==> src/rtl/weighted_urgency_scheduler_macros.svh <==
// Assertion macros shared by the weighted urgency scheduler RTL.
// Included by the files that carry concurrent assertions; no other dependencies.
`ifndef WEIGHTED_URGENCY_SCHEDULER_MACROS_SVH
`define WEIGHTED_URGENCY_SCHEDULER_MACROS_SVH

// Same-cycle implication, disabled during reset.
`define WUS_ASSERT_NOW(label, clk, rst, ante, cons, msg) \
   label: assert property (@(posedge clk) disable iff (rst) (ante) |-> (cons)) \
      else $error(msg);

// Next-cycle implication, disabled during reset.
`define WUS_ASSERT_NEXT(label, clk, rst, ante, cons, msg) \
   label: assert property (@(posedge clk) disable iff (rst) (ante) |=> (cons)) \
      else $error(msg);

`endif

==> src/rtl/wus_pkg.sv <==
// Package of the weighted urgency scheduler: widths, opcodes, entry and state types.
// No dependencies; imported by the scheduler top level.
`default_nettype none

package wus_pkg;

   localparam int TARGETS    = 16;
   localparam int IDX_W      = $clog2(TARGETS);
   localparam int FRAC_W     = 16;
   localparam int URG_W      = 24 + FRAC_W;
   localparam int TOT_W      = 28 + FRAC_W;
   localparam int PRI_W      = 16;
   localparam int VIS_W      = 32;
   localparam int VTX_W      = 16;
   localparam int TIME_W     = 32;
   localparam int SUM_W      = 20;
   localparam int FAC_W      = 16;
   localparam int OP_W       = 4;
   localparam int TGT_W      = 4;
   localparam int CSR_IDX_W  = 1;
   localparam int CSR_DATA_W = 16;
   localparam int MUL_W      = TIME_W + PRI_W;
   localparam int DIVD_W     = MUL_W + FRAC_W;
   localparam int DCNT_W     = $clog2(DIVD_W);
   localparam int GK_W       = $clog2(PRI_W);

   localparam logic [URG_W-1:0] URG_MAX = {URG_W{1'b1}};
   localparam logic [TOT_W-1:0] TOT_MAX = {TOT_W{1'b1}};
   localparam logic [SUM_W-1:0] SUM_MAX = {SUM_W{1'b1}};
   localparam logic [PRI_W-1:0] PRI_MAX = {PRI_W{1'b1}};
   localparam logic [VIS_W-1:0] VIS_MAX = {VIS_W{1'b1}};

   localparam logic [CSR_IDX_W-1:0] CSR_NORMALIZE = 1'b0;
   localparam logic [CSR_IDX_W-1:0] CSR_FACTOR    = 1'b1;

   typedef enum logic [OP_W-1:0] {
      OP_ADD       = 4'd0,
      OP_ADVANCE   = 4'd1,
      OP_VISIT     = 4'd2,
      OP_EMERGENCY = 4'd3,
      OP_INC_PRIO  = 4'd4,
      OP_CLR_PRIO  = 4'd5,
      OP_CLR_VISIT = 4'd6,
      OP_DELETE    = 4'd7,
      OP_FIND      = 4'd8,
      OP_SET_TIME  = 4'd9
   } opcode_type;

   typedef struct packed {
      logic [VTX_W-1:0] vertex;
      logic [PRI_W-1:0] prio;
      logic [URG_W-1:0] urgency;
      logic [VIS_W-1:0] visits;
   } entry_type;

   localparam int ENTRY_W = $bits(entry_type);

   typedef enum logic [3:0] {
      ST_IDLE,
      ST_START,
      ST_G_READ,
      ST_G_EVAL,
      ST_G_STEP,
      ST_G_END,
      ST_READ,
      ST_EVAL,
      ST_MUL,
      ST_DLOAD,
      ST_DIV,
      ST_APPLY,
      ST_WRITE,
      ST_DONE
   } state_type;

endpackage

`default_nettype wire

==> src/rtl/wus_ram.sv <==
// Generic single-write, single-read synchronous RAM with a registered read port.
// No dependencies; holds the scheduler's target table.
`default_nettype none

module wus_ram #(
   parameter int WIDTH = 8,
   parameter int DEPTH = 16
) (
   input  wire logic                     clock,
   input  wire logic                     wr_en,
   input  wire logic [$clog2(DEPTH)-1:0] wr_addr,
   input  wire logic [WIDTH-1:0]         wr_data,
   input  wire logic                     rd_en,
   input  wire logic [$clog2(DEPTH)-1:0] rd_addr,
   output logic      [WIDTH-1:0]         rd_data
);

   logic [WIDTH-1:0] mem_ff [DEPTH];
   logic [WIDTH-1:0] rd_data_ff;

   always_ff @(posedge clock) begin
      if (wr_en) begin
         mem_ff[wr_addr] <= wr_data;
      end
      if (rd_en) begin
         rd_data_ff <= mem_ff[rd_addr];
      end
   end

   assign rd_data = rd_data_ff;

endmodule

`default_nettype wire

==> src/rtl/weighted_urgency_scheduler.sv <==
// Top level of the weighted urgency scheduler: sequencer, divider, GCD unit and result register.
// Depends on wus_pkg, wus_ram and weighted_urgency_scheduler_macros.svh.
//
//   Channel  Direction  Handshake            Contents
//   req_     in         req_valid/req_stall  opcode, target, vertex, priority, time
//   rsp_     out        rsp_valid/rsp_stall  best target, totals, addressed target
//   csr_     in         csr_write_enable     normalize_enable, emergency_factor
//
// Every item walks all table entries in the RAM, each through read, evaluate and write states.
// An advance with a nonzero priority sum also passes each used entry through the multiplier and
// the restoring divider, which yields one quotient bit a cycle.
// An emergency with normalisation first walks the table through the binary GCD unit.
// Reset is synchronous and empties the table at once through the in-use flags.
// A finished result waits in the output register; the next transfer is accepted meanwhile.
`default_nettype none
`include "weighted_urgency_scheduler_macros.svh"

module weighted_urgency_scheduler
   import wus_pkg::*;
(
   input  wire logic                  clock,
   input  wire logic                  reset,
   input  wire logic                  req_valid,
   output logic                       req_stall,
   input  wire logic [OP_W-1:0]       req_opcode,
   input  wire logic [TGT_W-1:0]      req_target,
   input  wire logic [VTX_W-1:0]      req_vertex,
   input  wire logic [PRI_W-1:0]      req_priority_req,
   input  wire logic [TIME_W-1:0]     req_time_now,
   output logic                       rsp_valid,
   input  wire logic                  rsp_stall,
   output logic                       rsp_best_found,
   output logic [TGT_W-1:0]           rsp_best_target,
   output logic [URG_W-1:0]           rsp_best_urgency,
   output logic [TOT_W-1:0]           rsp_urgency_total,
   output logic                       rsp_hit,
   output logic [TGT_W-1:0]           rsp_hit_target,
   output logic [PRI_W-1:0]           rsp_target_priority,
   output logic [VIS_W-1:0]           rsp_target_visits,
   input  wire logic                  csr_write_enable,
   input  wire logic [CSR_IDX_W-1:0]  csr_index,
   input  wire logic [CSR_DATA_W-1:0] csr_write_data
);

   state_type state_ff, state_in;

   logic [OP_W-1:0]   op_ff, op_in;
   logic [TGT_W-1:0]  target_ff, target_in;
   logic [VTX_W-1:0]  vertex_ff, vertex_in;
   logic [PRI_W-1:0]  prio_req_ff, prio_req_in;
   logic [TIME_W-1:0] time_ff, time_in;
   logic [IDX_W-1:0]  idx_ff, idx_in;

   logic [TARGETS-1:0] used_ff, used_in;
   logic               normalize_ff, normalize_in;
   logic [FAC_W-1:0]   factor_ff, factor_in;
   logic [SUM_W-1:0]   sum_ff, sum_in;
   logic [TIME_W-1:0]  last_time_ff, last_time_in;
   logic [TOT_W-1:0]   last_total_ff, last_total_in;

   logic [TIME_W-1:0] diff_ff, diff_in;
   entry_type         cur_ff, cur_in;
   logic [MUL_W-1:0]  mul_ff, mul_in;
   logic [DIVD_W-1:0] quo_ff, quo_in;
   logic [SUM_W-1:0]  rem_ff, rem_in;
   logic [DCNT_W-1:0] dcnt_ff, dcnt_in;
   logic [SUM_W-1:0]  divisor_ff, divisor_in;

   logic [PRI_W-1:0] g_ff, g_in;
   logic             g_any_ff, g_any_in;
   logic             g_one_ff, g_one_in;
   logic [PRI_W-1:0] ga_ff, ga_in;
   logic [PRI_W-1:0] gb_ff, gb_in;
   logic [GK_W-1:0]  gk_ff, gk_in;
   logic [PRI_W-1:0] norm_ff, norm_in;

   logic             best_found_ff, best_found_in;
   logic [IDX_W-1:0] best_idx_ff, best_idx_in;
   logic [URG_W-1:0] best_urg_ff, best_urg_in;
   logic [TOT_W-1:0] tot_ff, tot_in;
   logic             fhit_ff, fhit_in;
   logic [IDX_W-1:0] fidx_ff, fidx_in;
   logic [PRI_W-1:0] cap_pri_ff, cap_pri_in;
   logic [VIS_W-1:0] cap_vis_ff, cap_vis_in;

   logic             rsp_valid_ff, rsp_valid_in;
   logic             rsp_found_ff, rsp_found_in;
   logic [TGT_W-1:0] rsp_btgt_ff, rsp_btgt_in;
   logic [URG_W-1:0] rsp_burg_ff, rsp_burg_in;
   logic [TOT_W-1:0] rsp_total_ff, rsp_total_in;
   logic             rsp_hit_ff, rsp_hit_in;
   logic [TGT_W-1:0] rsp_htgt_ff, rsp_htgt_in;
   logic [PRI_W-1:0] rsp_pri_ff, rsp_pri_in;
   logic [VIS_W-1:0] rsp_vis_ff, rsp_vis_in;

   logic               ram_wr_en;
   logic [IDX_W-1:0]   ram_wr_addr;
   logic [ENTRY_W-1:0] ram_wr_data;
   logic               ram_rd_en;
   logic [ENTRY_W-1:0] ram_rd_data;
   entry_type          rd_entry;

   logic             req_accept;
   logic [IDX_W-1:0] tg_idx;
   logic             tg_valid;
   logic             tg_used;
   logic             idx_last;
   logic             used_i;
   logic             is_adv;
   logic             need_arith;
   logic             rsp_free;

   logic [SUM_W:0]   div_shift;
   logic [SUM_W:0]   div_diff;
   logic             div_ge;
   logic [URG_W-1:0] adv_inc;
   logic [URG_W:0]   adv_sum;
   logic [TOT_W:0]   tot_sum;
   logic [TIME_W-1:0] mul_a;

   assign req_accept = req_valid && !req_stall;
   assign tg_idx     = IDX_W'(target_ff);
   assign tg_valid   = 32'(target_ff) < 32'(TARGETS);
   assign tg_used    = tg_valid && used_ff[tg_idx];
   assign idx_last   = idx_ff == IDX_W'(TARGETS - 1);
   assign used_i     = used_ff[idx_ff];
   assign is_adv     = op_ff == OP_ADVANCE;
   assign rd_entry   = entry_type'(ram_rd_data);
   assign rsp_free   = !(rsp_valid_ff && rsp_stall);
   assign need_arith = used_i && ((is_adv && sum_ff != '0) ||
                       (op_ff == OP_EMERGENCY && tg_valid && idx_ff == tg_idx));

   wus_ram #(
      .WIDTH (ENTRY_W),
      .DEPTH (TARGETS)
   ) u_table (
      .clock   (clock),
      .wr_en   (ram_wr_en),
      .wr_addr (ram_wr_addr),
      .wr_data (ram_wr_data),
      .rd_en   (ram_rd_en),
      .rd_addr (idx_ff),
      .rd_data (ram_rd_data)
   );

   always_comb begin
      state_in = state_ff;
      unique case (state_ff)
         ST_IDLE: begin
            if (req_valid) state_in = ST_START;
         end
         ST_START: begin
            if (op_ff == OP_EMERGENCY && tg_used && normalize_ff) state_in = ST_G_READ;
            else state_in = ST_READ;
         end
         ST_G_READ: state_in = ST_G_EVAL;
         ST_G_EVAL: begin
            if (used_i && !g_one_ff && g_any_ff && rd_entry.prio > PRI_W'(1)) begin
               state_in = ST_G_STEP;
            end else if (idx_last) begin
               state_in = ST_G_END;
            end else begin
               state_in = ST_G_READ;
            end
         end
         ST_G_STEP: begin
            if (ga_ff == gb_ff) state_in = idx_last ? ST_G_END : ST_G_READ;
         end
         ST_G_END: state_in = ST_READ;
         ST_READ:  state_in = ST_EVAL;
         ST_EVAL:  state_in = need_arith ? ST_MUL : ST_WRITE;
         ST_MUL:   state_in = ST_DLOAD;
         ST_DLOAD: state_in = ST_DIV;
         ST_DIV: begin
            if (dcnt_ff == DCNT_W'(DIVD_W - 1)) state_in = ST_APPLY;
         end
         ST_APPLY: state_in = ST_WRITE;
         ST_WRITE: state_in = idx_last ? ST_DONE : ST_READ;
         ST_DONE: begin
            if (rsp_free) state_in = ST_IDLE;
         end
         default: state_in = ST_IDLE;
      endcase
   end

   always_comb begin
      req_stall   = 1'b1;
      ram_rd_en   = 1'b0;
      ram_wr_en   = 1'b0;
      ram_wr_addr = idx_ff;
      ram_wr_data = cur_ff;
      unique case (state_ff)
         ST_IDLE: req_stall = 1'b0;
         ST_START: begin
            ram_wr_en   = op_ff == OP_ADD && tg_valid && !tg_used;
            ram_wr_addr = tg_idx;
            ram_wr_data = {vertex_ff, prio_req_ff, {URG_W{1'b0}}, {VIS_W{1'b0}}};
         end
         ST_G_READ, ST_READ: ram_rd_en = 1'b1;
         ST_WRITE: ram_wr_en = used_i;
         default: ;
      endcase
   end

   always_comb begin
      mul_a     = is_adv ? diff_ff : TIME_W'(factor_ff);
      div_shift = {rem_ff, quo_ff[DIVD_W-1]};
      div_diff  = div_shift - {1'b0, divisor_ff};
      div_ge    = div_shift >= {1'b0, divisor_ff};
      adv_inc   = (|quo_ff[DIVD_W-1:URG_W]) ? URG_MAX : quo_ff[URG_W-1:0];
      adv_sum   = {1'b0, cur_ff.urgency} + {1'b0, adv_inc};
      tot_sum   = {1'b0, tot_ff} + (TOT_W + 1)'(cur_ff.urgency);
   end

   always_comb begin
      op_in         = op_ff;
      target_in     = target_ff;
      vertex_in     = vertex_ff;
      prio_req_in   = prio_req_ff;
      time_in       = time_ff;
      idx_in        = idx_ff;
      used_in       = used_ff;
      normalize_in  = normalize_ff;
      factor_in     = factor_ff;
      sum_in        = sum_ff;
      last_time_in  = last_time_ff;
      last_total_in = last_total_ff;
      diff_in       = diff_ff;
      cur_in        = cur_ff;
      mul_in        = mul_ff;
      quo_in        = quo_ff;
      rem_in        = rem_ff;
      dcnt_in       = dcnt_ff;
      divisor_in    = divisor_ff;
      g_in          = g_ff;
      g_any_in      = g_any_ff;
      g_one_in      = g_one_ff;
      ga_in         = ga_ff;
      gb_in         = gb_ff;
      gk_in         = gk_ff;
      norm_in       = norm_ff;
      best_found_in = best_found_ff;
      best_idx_in   = best_idx_ff;
      best_urg_in   = best_urg_ff;
      tot_in        = tot_ff;
      fhit_in       = fhit_ff;
      fidx_in       = fidx_ff;
      cap_pri_in    = cap_pri_ff;
      cap_vis_in    = cap_vis_ff;
      rsp_valid_in  = rsp_valid_ff && rsp_stall;
      rsp_found_in  = rsp_found_ff;
      rsp_btgt_in   = rsp_btgt_ff;
      rsp_burg_in   = rsp_burg_ff;
      rsp_total_in  = rsp_total_ff;
      rsp_hit_in    = rsp_hit_ff;
      rsp_htgt_in   = rsp_htgt_ff;
      rsp_pri_in    = rsp_pri_ff;
      rsp_vis_in    = rsp_vis_ff;

      if (csr_write_enable) begin
         unique case (csr_index)
            CSR_NORMALIZE: normalize_in = csr_write_data[0];
            CSR_FACTOR:    factor_in    = csr_write_data[FAC_W-1:0];
         endcase
      end

      case (state_ff)
         ST_IDLE: begin
            if (req_accept) begin
               op_in       = req_opcode;
               target_in   = req_target;
               vertex_in   = req_vertex;
               prio_req_in = req_priority_req;
               time_in     = req_time_now;
            end
         end
         ST_START: begin
            idx_in        = '0;
            g_any_in      = 1'b0;
            g_one_in      = 1'b0;
            norm_in       = PRI_W'(1);
            best_found_in = 1'b0;
            best_idx_in   = '0;
            best_urg_in   = '0;
            tot_in        = '0;
            fhit_in       = 1'b0;
            fidx_in       = '0;
            case (op_ff)
               OP_ADD: begin
                  if (tg_valid && !tg_used) begin
                     used_in[tg_idx] = 1'b1;
                     sum_in = ({1'b0, sum_ff} + (SUM_W + 1)'(prio_req_ff) > {1'b0, SUM_MAX})
                            ? SUM_MAX : sum_ff + SUM_W'(prio_req_ff);
                  end
               end
               OP_ADVANCE: begin
                  diff_in      = time_ff - last_time_ff;
                  last_time_in = time_ff;
               end
               OP_CLR_PRIO: sum_in = '0;
               OP_DELETE: begin
                  used_in       = '0;
                  sum_in        = '0;
                  last_time_in  = '0;
                  last_total_in = '0;
                  normalize_in  = 1'b0;
               end
               OP_SET_TIME: last_time_in = time_ff;
               default: ;
            endcase
         end
         ST_G_EVAL: begin
            if (used_i && !g_one_ff) begin
               if (rd_entry.prio <= PRI_W'(1)) begin
                  g_one_in = 1'b1;
               end else if (!g_any_ff) begin
                  g_in     = rd_entry.prio;
                  g_any_in = 1'b1;
               end else begin
                  ga_in = g_ff;
                  gb_in = rd_entry.prio;
                  gk_in = '0;
               end
            end
            if (!(used_i && !g_one_ff && g_any_ff && rd_entry.prio > PRI_W'(1))) begin
               idx_in = idx_ff + IDX_W'(1);
            end
         end
         ST_G_STEP: begin
            if (ga_ff == gb_ff) begin
               g_in   = PRI_W'(ga_ff << gk_ff);
               idx_in = idx_ff + IDX_W'(1);
            end else if (!ga_ff[0] && !gb_ff[0]) begin
               ga_in = ga_ff >> 1;
               gb_in = gb_ff >> 1;
               gk_in = gk_ff + GK_W'(1);
            end else if (!ga_ff[0]) begin
               ga_in = ga_ff >> 1;
            end else if (!gb_ff[0]) begin
               gb_in = gb_ff >> 1;
            end else if (ga_ff > gb_ff) begin
               ga_in = (ga_ff - gb_ff) >> 1;
            end else begin
               gb_in = (gb_ff - ga_ff) >> 1;
            end
         end
         ST_G_END: begin
            idx_in  = '0;
            norm_in = (!g_one_ff && g_any_ff && g_ff > PRI_W'(1)) ? g_ff : PRI_W'(1);
         end
         ST_EVAL: begin
            cur_in = rd_entry;
            if (used_i) begin
               case (op_ff)
                  OP_VISIT: begin
                     if (tg_valid && idx_ff == tg_idx) begin
                        cur_in.urgency = '0;
                        if (rd_entry.visits != VIS_MAX) begin
                           cur_in.visits = rd_entry.visits + VIS_W'(1);
                        end
                     end
                  end
                  OP_INC_PRIO: begin
                     if (tg_valid && idx_ff == tg_idx && rd_entry.prio != PRI_MAX) begin
                        cur_in.prio = rd_entry.prio + PRI_W'(1);
                        if (sum_ff != SUM_MAX) sum_in = sum_ff + SUM_W'(1);
                     end
                  end
                  OP_CLR_PRIO: begin
                     cur_in.prio    = '0;
                     cur_in.urgency = '0;
                  end
                  OP_CLR_VISIT: cur_in.visits = '0;
                  default: ;
               endcase
            end
         end
         ST_MUL: mul_in = mul_a * cur_ff.prio;
         ST_DLOAD: begin
            quo_in     = is_adv ? {mul_ff, {FRAC_W{1'b0}}} : DIVD_W'(mul_ff[TIME_W-1:0]);
            rem_in     = '0;
            dcnt_in    = '0;
            divisor_in = is_adv ? sum_ff : SUM_W'(norm_ff);
         end
         ST_DIV: begin
            quo_in  = {quo_ff[DIVD_W-2:0], div_ge};
            rem_in  = div_ge ? div_diff[SUM_W-1:0] : div_shift[SUM_W-1:0];
            dcnt_in = dcnt_ff + DCNT_W'(1);
         end
         ST_APPLY: begin
            if (is_adv) begin
               cur_in.urgency = adv_sum[URG_W] ? URG_MAX : adv_sum[URG_W-1:0];
            end else if (|quo_ff[DIVD_W-1:URG_W-FRAC_W]) begin
               cur_in.urgency = URG_MAX;
            end else begin
               cur_in.urgency = {quo_ff[URG_W-FRAC_W-1:0], {FRAC_W{1'b0}}};
            end
         end
         ST_WRITE: begin
            idx_in = idx_ff + IDX_W'(1);
            if (used_i) begin
               tot_in = tot_sum[TOT_W] ? TOT_MAX : tot_sum[TOT_W-1:0];
               if (cur_ff.urgency > best_urg_ff) begin
                  best_found_in = 1'b1;
                  best_idx_in   = idx_ff;
                  best_urg_in   = cur_ff.urgency;
               end
            end
            if (op_ff == OP_FIND) begin
               if (used_i && !fhit_ff && cur_ff.vertex == vertex_ff) begin
                  fhit_in    = 1'b1;
                  fidx_in    = idx_ff;
                  cap_pri_in = cur_ff.prio;
                  cap_vis_in = cur_ff.visits;
               end
            end else if (tg_valid && idx_ff == tg_idx) begin
               cap_pri_in = cur_ff.prio;
               cap_vis_in = cur_ff.visits;
            end
         end
         ST_DONE: begin
            if (rsp_free) begin
               if (is_adv) last_total_in = tot_ff;
               rsp_valid_in = 1'b1;
               rsp_found_in = best_found_ff;
               rsp_btgt_in  = TGT_W'(best_idx_ff);
               rsp_burg_in  = best_urg_ff;
               rsp_total_in = is_adv ? tot_ff : last_total_ff;
               if (op_ff == OP_FIND) begin
                  rsp_hit_in  = fhit_ff;
                  rsp_htgt_in = fhit_ff ? TGT_W'(fidx_ff) : '0;
                  rsp_pri_in  = fhit_ff ? cap_pri_ff : '0;
                  rsp_vis_in  = fhit_ff ? cap_vis_ff : '0;
               end else begin
                  rsp_hit_in  = tg_used;
                  rsp_htgt_in = target_ff;
                  rsp_pri_in  = tg_used ? cap_pri_ff : '0;
                  rsp_vis_in  = tg_used ? cap_vis_ff : '0;
               end
            end
         end
         default: ;
      endcase
   end

   always_ff @(posedge clock) begin
      if (reset) begin
         state_ff      <= ST_IDLE;
         used_ff       <= '0;
         normalize_ff  <= 1'b0;
         factor_ff     <= FAC_W'(1);
         sum_ff        <= '0;
         last_time_ff  <= '0;
         last_total_ff <= '0;
         rsp_valid_ff  <= 1'b0;
      end else begin
         state_ff      <= state_in;
         used_ff       <= used_in;
         normalize_ff  <= normalize_in;
         factor_ff     <= factor_in;
         sum_ff        <= sum_in;
         last_time_ff  <= last_time_in;
         last_total_ff <= last_total_in;
         rsp_valid_ff  <= rsp_valid_in;
      end
   end

   always_ff @(posedge clock) begin
      op_ff         <= op_in;
      target_ff     <= target_in;
      vertex_ff     <= vertex_in;
      prio_req_ff   <= prio_req_in;
      time_ff       <= time_in;
      idx_ff        <= idx_in;
      diff_ff       <= diff_in;
      cur_ff        <= cur_in;
      mul_ff        <= mul_in;
      quo_ff        <= quo_in;
      rem_ff        <= rem_in;
      dcnt_ff       <= dcnt_in;
      divisor_ff    <= divisor_in;
      g_ff          <= g_in;
      g_any_ff      <= g_any_in;
      g_one_ff      <= g_one_in;
      ga_ff         <= ga_in;
      gb_ff         <= gb_in;
      gk_ff         <= gk_in;
      norm_ff       <= norm_in;
      best_found_ff <= best_found_in;
      best_idx_ff   <= best_idx_in;
      best_urg_ff   <= best_urg_in;
      tot_ff        <= tot_in;
      fhit_ff       <= fhit_in;
      fidx_ff       <= fidx_in;
      cap_pri_ff    <= cap_pri_in;
      cap_vis_ff    <= cap_vis_in;
      rsp_found_ff  <= rsp_found_in;
      rsp_btgt_ff   <= rsp_btgt_in;
      rsp_burg_ff   <= rsp_burg_in;
      rsp_total_ff  <= rsp_total_in;
      rsp_hit_ff    <= rsp_hit_in;
      rsp_htgt_ff   <= rsp_htgt_in;
      rsp_pri_ff    <= rsp_pri_in;
      rsp_vis_ff    <= rsp_vis_in;
   end

   assign rsp_valid           = rsp_valid_ff;
   assign rsp_best_found      = rsp_found_ff;
   assign rsp_best_target     = rsp_btgt_ff;
   assign rsp_best_urgency    = rsp_burg_ff;
   assign rsp_urgency_total   = rsp_total_ff;
   assign rsp_hit             = rsp_hit_ff;
   assign rsp_hit_target      = rsp_htgt_ff;
   assign rsp_target_priority = rsp_pri_ff;
   assign rsp_target_visits   = rsp_vis_ff;

   // An accepted transfer always starts the sequencer on the next cycle.
   `WUS_ASSERT_NEXT(a_accept_starts, clock, reset, req_accept, state_ff == ST_START, "accepted transfer did not start")

   // Delete all leaves no entry in use.
   `WUS_ASSERT_NEXT(a_delete_clears, clock, reset, state_ff == ST_START && op_ff == OP_DELETE, used_ff == '0, "delete all left entries in use")

   // The binary GCD operands never reach zero, otherwise the loop would not end.
   `WUS_ASSERT_NOW(a_gcd_nonzero, clock, reset, state_ff == ST_G_STEP, ga_ff != '0 && gb_ff != '0, "GCD operand reached zero")

   // A reported best target always carries a nonzero urgency, and only then.
   `WUS_ASSERT_NOW(a_best_consistent, clock, reset, rsp_valid_ff, rsp_found_ff == (rsp_burg_ff != '0), "best flag disagrees with urgency")

endmodule

`default_nettype wire
==> config.mk <==
export PLATFORM = sky130hd
export DESIGN_NAME = weighted_urgency_scheduler
export DESIGN_NICKNAME = d
export VERILOG_FILES = /design/src/rtl/wus_pkg.sv /design/src/rtl/wus_ram.sv /design/src/rtl/weighted_urgency_scheduler.sv
export VERILOG_INCLUDE_DIRS = /design/src /design/src/rtl
export SDC_FILE = /design/constraint.sdc
export NUM_CORES = 2
export LEC_CHECK = 0
export BUFFER_PORTS_ARGS = -buffer_cell sky130_fd_sc_hd__buf_2
export CAP_MARGIN = 15
export CELL_PAD_IN_SITES_DETAIL_PLACEMENT = 1
export CELL_PAD_IN_SITES_GLOBAL_PLACEMENT = 2
export CORE_MARGIN = 1
export CORE_UTILIZATION = 32
export CTS_CLUSTER_DIAMETER = 150
export CTS_CLUSTER_SIZE = 14
export DETAILED_ROUTE_END_ITERATION = 7
export HOLD_SLACK_MARGIN = 0.06
export PLACE_DENSITY = 0.65
export SETUP_SLACK_MARGIN = 0.2
export SKIP_CTS_REPAIR_TIMING = 1
export SYNTH_ARGS = -nofsm -noshare
export SYNTH_HDL_FRONTEND = slang
export SYNTH_SLANG_ARGS = --single-unit
==> constraint.sdc <==
create_clock -name clock -period 10.91 [get_ports clock]
set_input_delay 0 -clock clock [delete_from_list [all_inputs] [get_ports clock]]
set_output_delay 0 -clock clock [all_outputs]
set_load 0.01 [all_outputs]
**Word level (Yosys, flattened, before mapping)**

Memory sizes are Yosys's and may differ from the RTL's. A register that Yosys moved wholly into a read port is not among the register bits.
Index checks and enable logic that the tools add are counted.

- Bitwise gates (word level): 2
- Equality and inequality tests: 59
- Magnitude comparators: 10
- Multiply operators: 1
- Add/sub/neg operators: 14
- Multiplexer cells: 135
- Shifts and indexed selects: 1
- Reductions and logical operators: 67

Operator list:

| operator | count |
|---|---|
| 16-bit 2-to-1 mux | 30 |
| 32-bit 2-to-1 mux | 8 |
| 40-bit 2-to-1 mux | 6 |
| 40-bit case mux with 2 select lines | 3 |
| 44-bit 2-to-1 mux | 5 |
| 16-bit case mux with 2 select lines | 6 |
| 44-bit case mux with 2 select lines | 2 |
| 20-bit 2-to-1 mux | 7 |
| 32-bit case mux with 2 select lines | 2 |
| 64-bit case mux with 2 select lines | 1 |
| 20-bit case mux with 2 select lines | 3 |
| 104-bit 2-to-1 mux | 1 |
| 88-bit 2-to-1 mux | 1 |
| 4-bit 2-to-1 mux | 19 |
| 72-bit 2-to-1 mux | 1 |
| 64-bit 2-to-1 mux | 1 |
| 4-bit case mux with 14 select lines | 1 |
| 32-bit by 16-bit multiplier with 48-bit output | 1 |
| 44-bit by 40-bit adder with 45-bit output | 1 |
| 40-bit by 40-bit adder with 41-bit output | 1 |
| 40-bit > comparator | 1 |
| 2-bit inequality test (second input constant) | 20 |
| 40-bit OR reduction | 1 |
| 4-bit == test (second input constant) | 9 |
| 55 further kinds | 158 |

- Flip-flop bits (word level): 858
- Memory bits (writable): 1664
- Memories kept: 1
- Output and inout port bits: 144

Memories:

| memory | words | bits a word | rd ports | clocked after Yosys merged registers in | write ports | RTL line | source |
|---|---|---|---|---|---|---|---|
| u_table.mem_ff | 16 | 104 | 1 | 1 | 1 | wus_ram.sv:18 | `logic [WIDTH-1:0] mem_ff [DEPTH];` |

**Logic depth before layout (Yosys ltp)**

- Depth in word-level cells: 7
- Depth in mapped cells: 32
- Gate-level depth less buffers: 27

**Cells and area by module**

A second synthesis with hierarchy kept.

- Cell total of the unflattened synthesis: 9099
- Area, all modules: 128015.3 µm²

By module, submodules not included:

| module | area each (µm²) | seq. area each (µm²) | times used | cells each |
|---|---|---|---|---|
| wus_ram | 65306.4 | 53090.9 | 1 | 2662 |
| weighted_urgency_scheduler | 62708.9 | 24423.4 | 1 | 6437 |

**Worst setup path before layout**

OpenSTA, ideal clock, no wires.

- Kind: reg2reg
- Start point: reg op_ff[3]
- End point: reg mul_ff[45], data pin
- Data arrival time: 7.405 ns
- Cell stages (with the launch flop): 30
- Buffers on the path: 4
- Path slack: 3.246 ns
- Library setup time: 0.259 ns
- Path through: edfxtp_1 -> clkbuf_1 -> nor2_1 -> nand2_1 -> nor2_1 -> clkbuf_1 -> clkbuf_1 -> nand2_1 -> nand2_1 -> clkbuf_1 -> nand2_1 -> fa_1 -> fa_1 -> fa_1 -> inv_1 -> fa_1 -> fa_1 -> inv_1 -> fa_1 -> inv_1 -> ha_1 -> and3_1 -> o211a_1 -> a21oi_1 -> a2111oi_0 -> o2111a_1 -> nor3b_1 -> a311oi_1 -> a31oi_1 -> xnor2_1

- Cells in the longest elaborated chain, start to end: 3

RTL lines:

| element | RTL line | source |
|---|---|---|
| start, declared | weighted_urgency_scheduler.sv:47 | `logic [OP_W-1:0] op_ff, op_in;` |
| start signal, assigned | weighted_urgency_scheduler.sv:469 | `op_ff <= op_in;` |
| 4-bit by 1-bit == test with 1-bit output | weighted_urgency_scheduler.sv:127 | `assign is_adv = op_ff == OP_ADVANCE;` |
| 32-bit 2-to-1 mux | weighted_urgency_scheduler.sv:206 | `mul_a = is_adv ? diff_ff : TIME_W'(factor_ff);` |
| 32-bit by 16-bit multiplier with 48-bit output | weighted_urgency_scheduler.sv:378 | `ST_MUL: mul_in = mul_a * cur_ff.prio;` |
| end signal, assigned | weighted_urgency_scheduler.sv:477 | `mul_ff <= mul_in;` |
| end, declared | weighted_urgency_scheduler.sv:63 | `logic [MUL_W-1:0] mul_ff, mul_in;` |

Every way passes these cells.
A chain may end at the register's enable or synchronous reset.

**Worst setup path in the final report**

- Start point: reg op_ff[3]
- End point: reg mul_ff[47], data pin

The elaborated chain is that of the path after synthesis.

==> out/summary.txt <==
Remaining antenna violation count after routing: 0
Max Freq: 111 MHz
Worst Path Buf+Inv: 5
Footprint of the multi-input gates: 0.0469 mm²
Worst-Margin Slew: 1.18 ns
Final Cycle Share: 0.829
R2r worst-path depth: 26
Clock Tree Root: clkbuf_16
# rows: 232
Largest net degree at the start of global routing: 147
PwrDens: 198 mW/mm²
Final Util: 0.360
Via Count: 76200
Commonest cells post-synth: 2492 x edfxtp_1, 1070 x nand2_1, 629 x inv_1
Post-Syn Instances: 8976
Hold Path Cell Cnt: 3
# setup viols final: 0
Area Growth Syn to Fin: 12.0%
Crit Path Class: flip-flop to flip-flop
Final Hold Vio Count: 0
Worst relative slew slack: 0.207
Initial DRC Count: 5862
Overall routing resource usage: 0.188
Max-slew violations: 0
Unique masters post-synth: 95
Remaining DRCs: 2
Top cell family by delay on the critical path: adder cells
CTS max path bufs: 4
RSZ-0062 raised after global routing: false
Via density: 5.20
GR Overflow Total: 0
Area leader, netlist: edfxtp_1
Cell Area, Placed: 0.136 mm²
Top FF cell, synth: edfxtp_1
Hold Crit Endpoint: rsp_target_priority[11]$_DFFE_PP_
Clk sink count: 2626
Die height: 635 µm
DR pass1 iterations: 8
Die W: 635 µm
Reg2reg setup slack: 1.87 ns
HP Class: primary input to flip-flop
#FFs+latches synth: 2626
Mapped Nets: 9845
Top cells by area, synth: edfxtp_1 58%, mux4_2 9.3%, fa_1 6.6%, ha_1 3.4%, nand2_1 3.1%
Final instance area: 0.144 mm²
Hold Crit Start: rsp_stall
Die area: 0.403 mm²
Mapped cell area: 0.128 mm²
Min Clock Period, post-route: 9.04 ns
CP endpoint kind: flip-flop
CP arrival: 9.67 ns
Final #Nets: 10200
Post-synth top area share: 0.584
Reg2Reg Launch Point: op_ff[3]$_DFFE_PP_
CP Launch Type: flip-flop
Final Wtd Congestion: 0.849
Vias in the first global route: 80900
Initial antenna violation count: 17
Worst-path clk slew: 0.08 ns
Max IR drop VDD: 0.227 mV
I/O Pins: 238
Post-DP HPWL: 248000 µm
Fin cells: 14600
Most used cell, CP: fa_1
Core Area: 0.399 mm²
Total Neg Setup Slack: 0 ns
Initial core utilization: 0.321
Slowest cell on the critical path: buf_4
WL per Instance: 26.6 µm
Seq/Total Area, Yosys: 0.604
I/O Buffers: 237
CTS Buf Count: 210
Post-synth ARST share: 0
DP Cell Count: 14100
Failing checks: design-rule violations
Fin Clk Skew: 0.0795 ns
Slowest stage delay, CP: 0.65 ns
First-pass GRT wire length: 566000 µm
CTS tree: built
Req. time, crit path: 11.54 ns
Max_cap viols: 0
Status: finished, violations left
H-tree lvl count: 4
Top-count cell post-synth: edfxtp_1
Post-synth EDFFs: 2492
Leakage power: 50.3 nW
Worst-path fanout max: 69
Register Area: 0.0775 mm²
Reg2reg end: mul_ff[47]$_DFFE_PP_
Routed WL: 390000 µm
Fillers: 41100
Latest clock arrival within the worst-skew pair: 0.94 ns
Syn_area_per_cell: 14.3 µm²
Share of cells above drive strength 1: 0.130
YS warnings: 0
==> per-stage QoR <==
step / power (mW) / setup WS (ns) / hold slack (ns)
after floorplan: 18.8 / 3.25 / 0.0989
after global placement: 21.5 / 2.09 / 0.176
after detailed placement: 21.6 / 1.95 / 0.178
after CTS: 28.8 / 1.84 / -0.845
after global routing: 29.8 / 1.33 / 0.0907
final: 28.4 / 1.87 / 0.132
==> cell type report <==
type / count / area share
Timing Repair Buffer: 587 / 0.0319
Antenna cell: 4 / 0.0000697
Tap cell: 5265 / 0.0459
Sequential cell: 2626 / 0.540
Multi-Input combinational cell: 5258 / 0.326
Clock inverter: 10 / 0.00129
Clock buffer: 260 / 0.0385
Inverter: 630 / 0.0165
==> how the worst max path moves through the flow <==
stage	start	to	slack (ns)	depth (start not counted)
2_1_floorplan	op_ff[3]$_DFFE_PP_	mul_ff[45]$_DFFE_PP_	3.25	29
3_3_place_gp	op_ff[3]$_DFFE_PP_	mul_ff[44]$_DFFE_PP_	2.09	25
3_5_place_dp	op_ff[3]$_DFFE_PP_	mul_ff[47]$_DFFE_PP_	1.95	26
4_1_cts	op_ff[3]$_DFFE_PP_	mul_ff[44]$_DFFE_PP_	1.84	25
5_1_grt	op_ff[3]$_DFFE_PP_	mul_ff[47]$_DFFE_PP_	1.33	26
6_report	op_ff[3]$_DFFE_PP_	mul_ff[47]$_DFFE_PP_	1.87	26
==> worst reg2reg max path: cells and delay by family, from the launching register on <==
family,cells,cell delay [ns]
xor gates and xnor gates,1,0.09
and+or+nand+nor,6,1.44
DFF,1,0.54
buffers and inverters,5,1.47
AOI/OAI and AO/OA,7,1.80
adders and majority gates,7,3.40
==> cell usage in the layout (no fill, tap or decap), types with 20 or more instances in the layout <==
master and instances:
dfxtp_1 134, mux2i_1 33, a211oi_1 44, ha_1 350, or3_1 65, a21oi_1 359, o211ai_1 29, buf_4 114
a22oi_1 84, nand4_1 56, fa_1 425, dlygate4sd3_1 219, a31oi_1 67, clkbuf_1 46, nor2b_1 82, a221oi_1 22
and2_1 249, o21a_1 49, nor2_1 406, and3_1 172, nor2_4 20, nand2b_1 38, xnor2_1 131, xor2_1 100
buf_2 236, inv_1 628, and4_1 21, nand3_1 95, mux4_2 532, nor3_1 78, a21o_1 96, nor4_1 31
edfxtp_1 2492, nand2_1 1064, o21ai_0 281, o21bai_1 36, clkbuf_16 214
==> power breakdown <==
group	internal, mW	leakage [nW]	switching (mW)	total [mW]
clock	3.54	2.77	3.57	7.11
combinational	3.46	23.8	5.07	8.54
sequential	12.4	23.7	0.441	12.8
total	19.4	50.3	9.09	28.4
==> layer usage <==
| metal | part of all wire | GRT usage | up-vias |
|---|---|---|---|
| met5 | 0.000033 | 0 | - |
| met4 | 0.023 | 0.0426 | 2 |
| met3 | 0.036 | 0.0173 | 397 |
| met2 | 0.50 | 0.326 | 1511 |
| met1 | 0.44 | 0.255 | 40600 |
| li1 | - | - | 33700 |
==> flip-flops by register name, indices dropped and copies added (netlist names), 20 cells and up <==
signal,count
rsp_target_visits,32
tot_ff,44
cap_vis_ff,32
sum_ff,20
mul_ff,48
quo_ff,64
u_table.rd_data,104
last_time_ff,32
cur_ff,104
u_table.mem_ff,1664
divisor_ff,20
diff_ff,32
rsp_best_urgency,40
time_ff,32
best_urg_ff,40
rem_ff,20
rsp_urgency_total,44
last_total_ff,44
==> kinds of logic (layout without fill, tap and decap cells) <==
kind of cell / Yosys count / in the layout / synth area share
AO/OA/AOI/OAI: 1220 / 1220 / 0.0596
XOR/XNOR: 232 / 232 / 0.0160
adder cells (fa/ha/maj): 775 / 775 / 0.100
buffers and inverters: 1092 / 1487 / 0.0324
flip-flops: 2626 / 2626 / 0.604
multiplexers: 572 / 572 / 0.0966
other: 0 / 4 / 0
AND/OR/NAND/NOR: 2459 / 2459 / 0.0904
No activity file was read; power rests on OpenSTA's default activity.
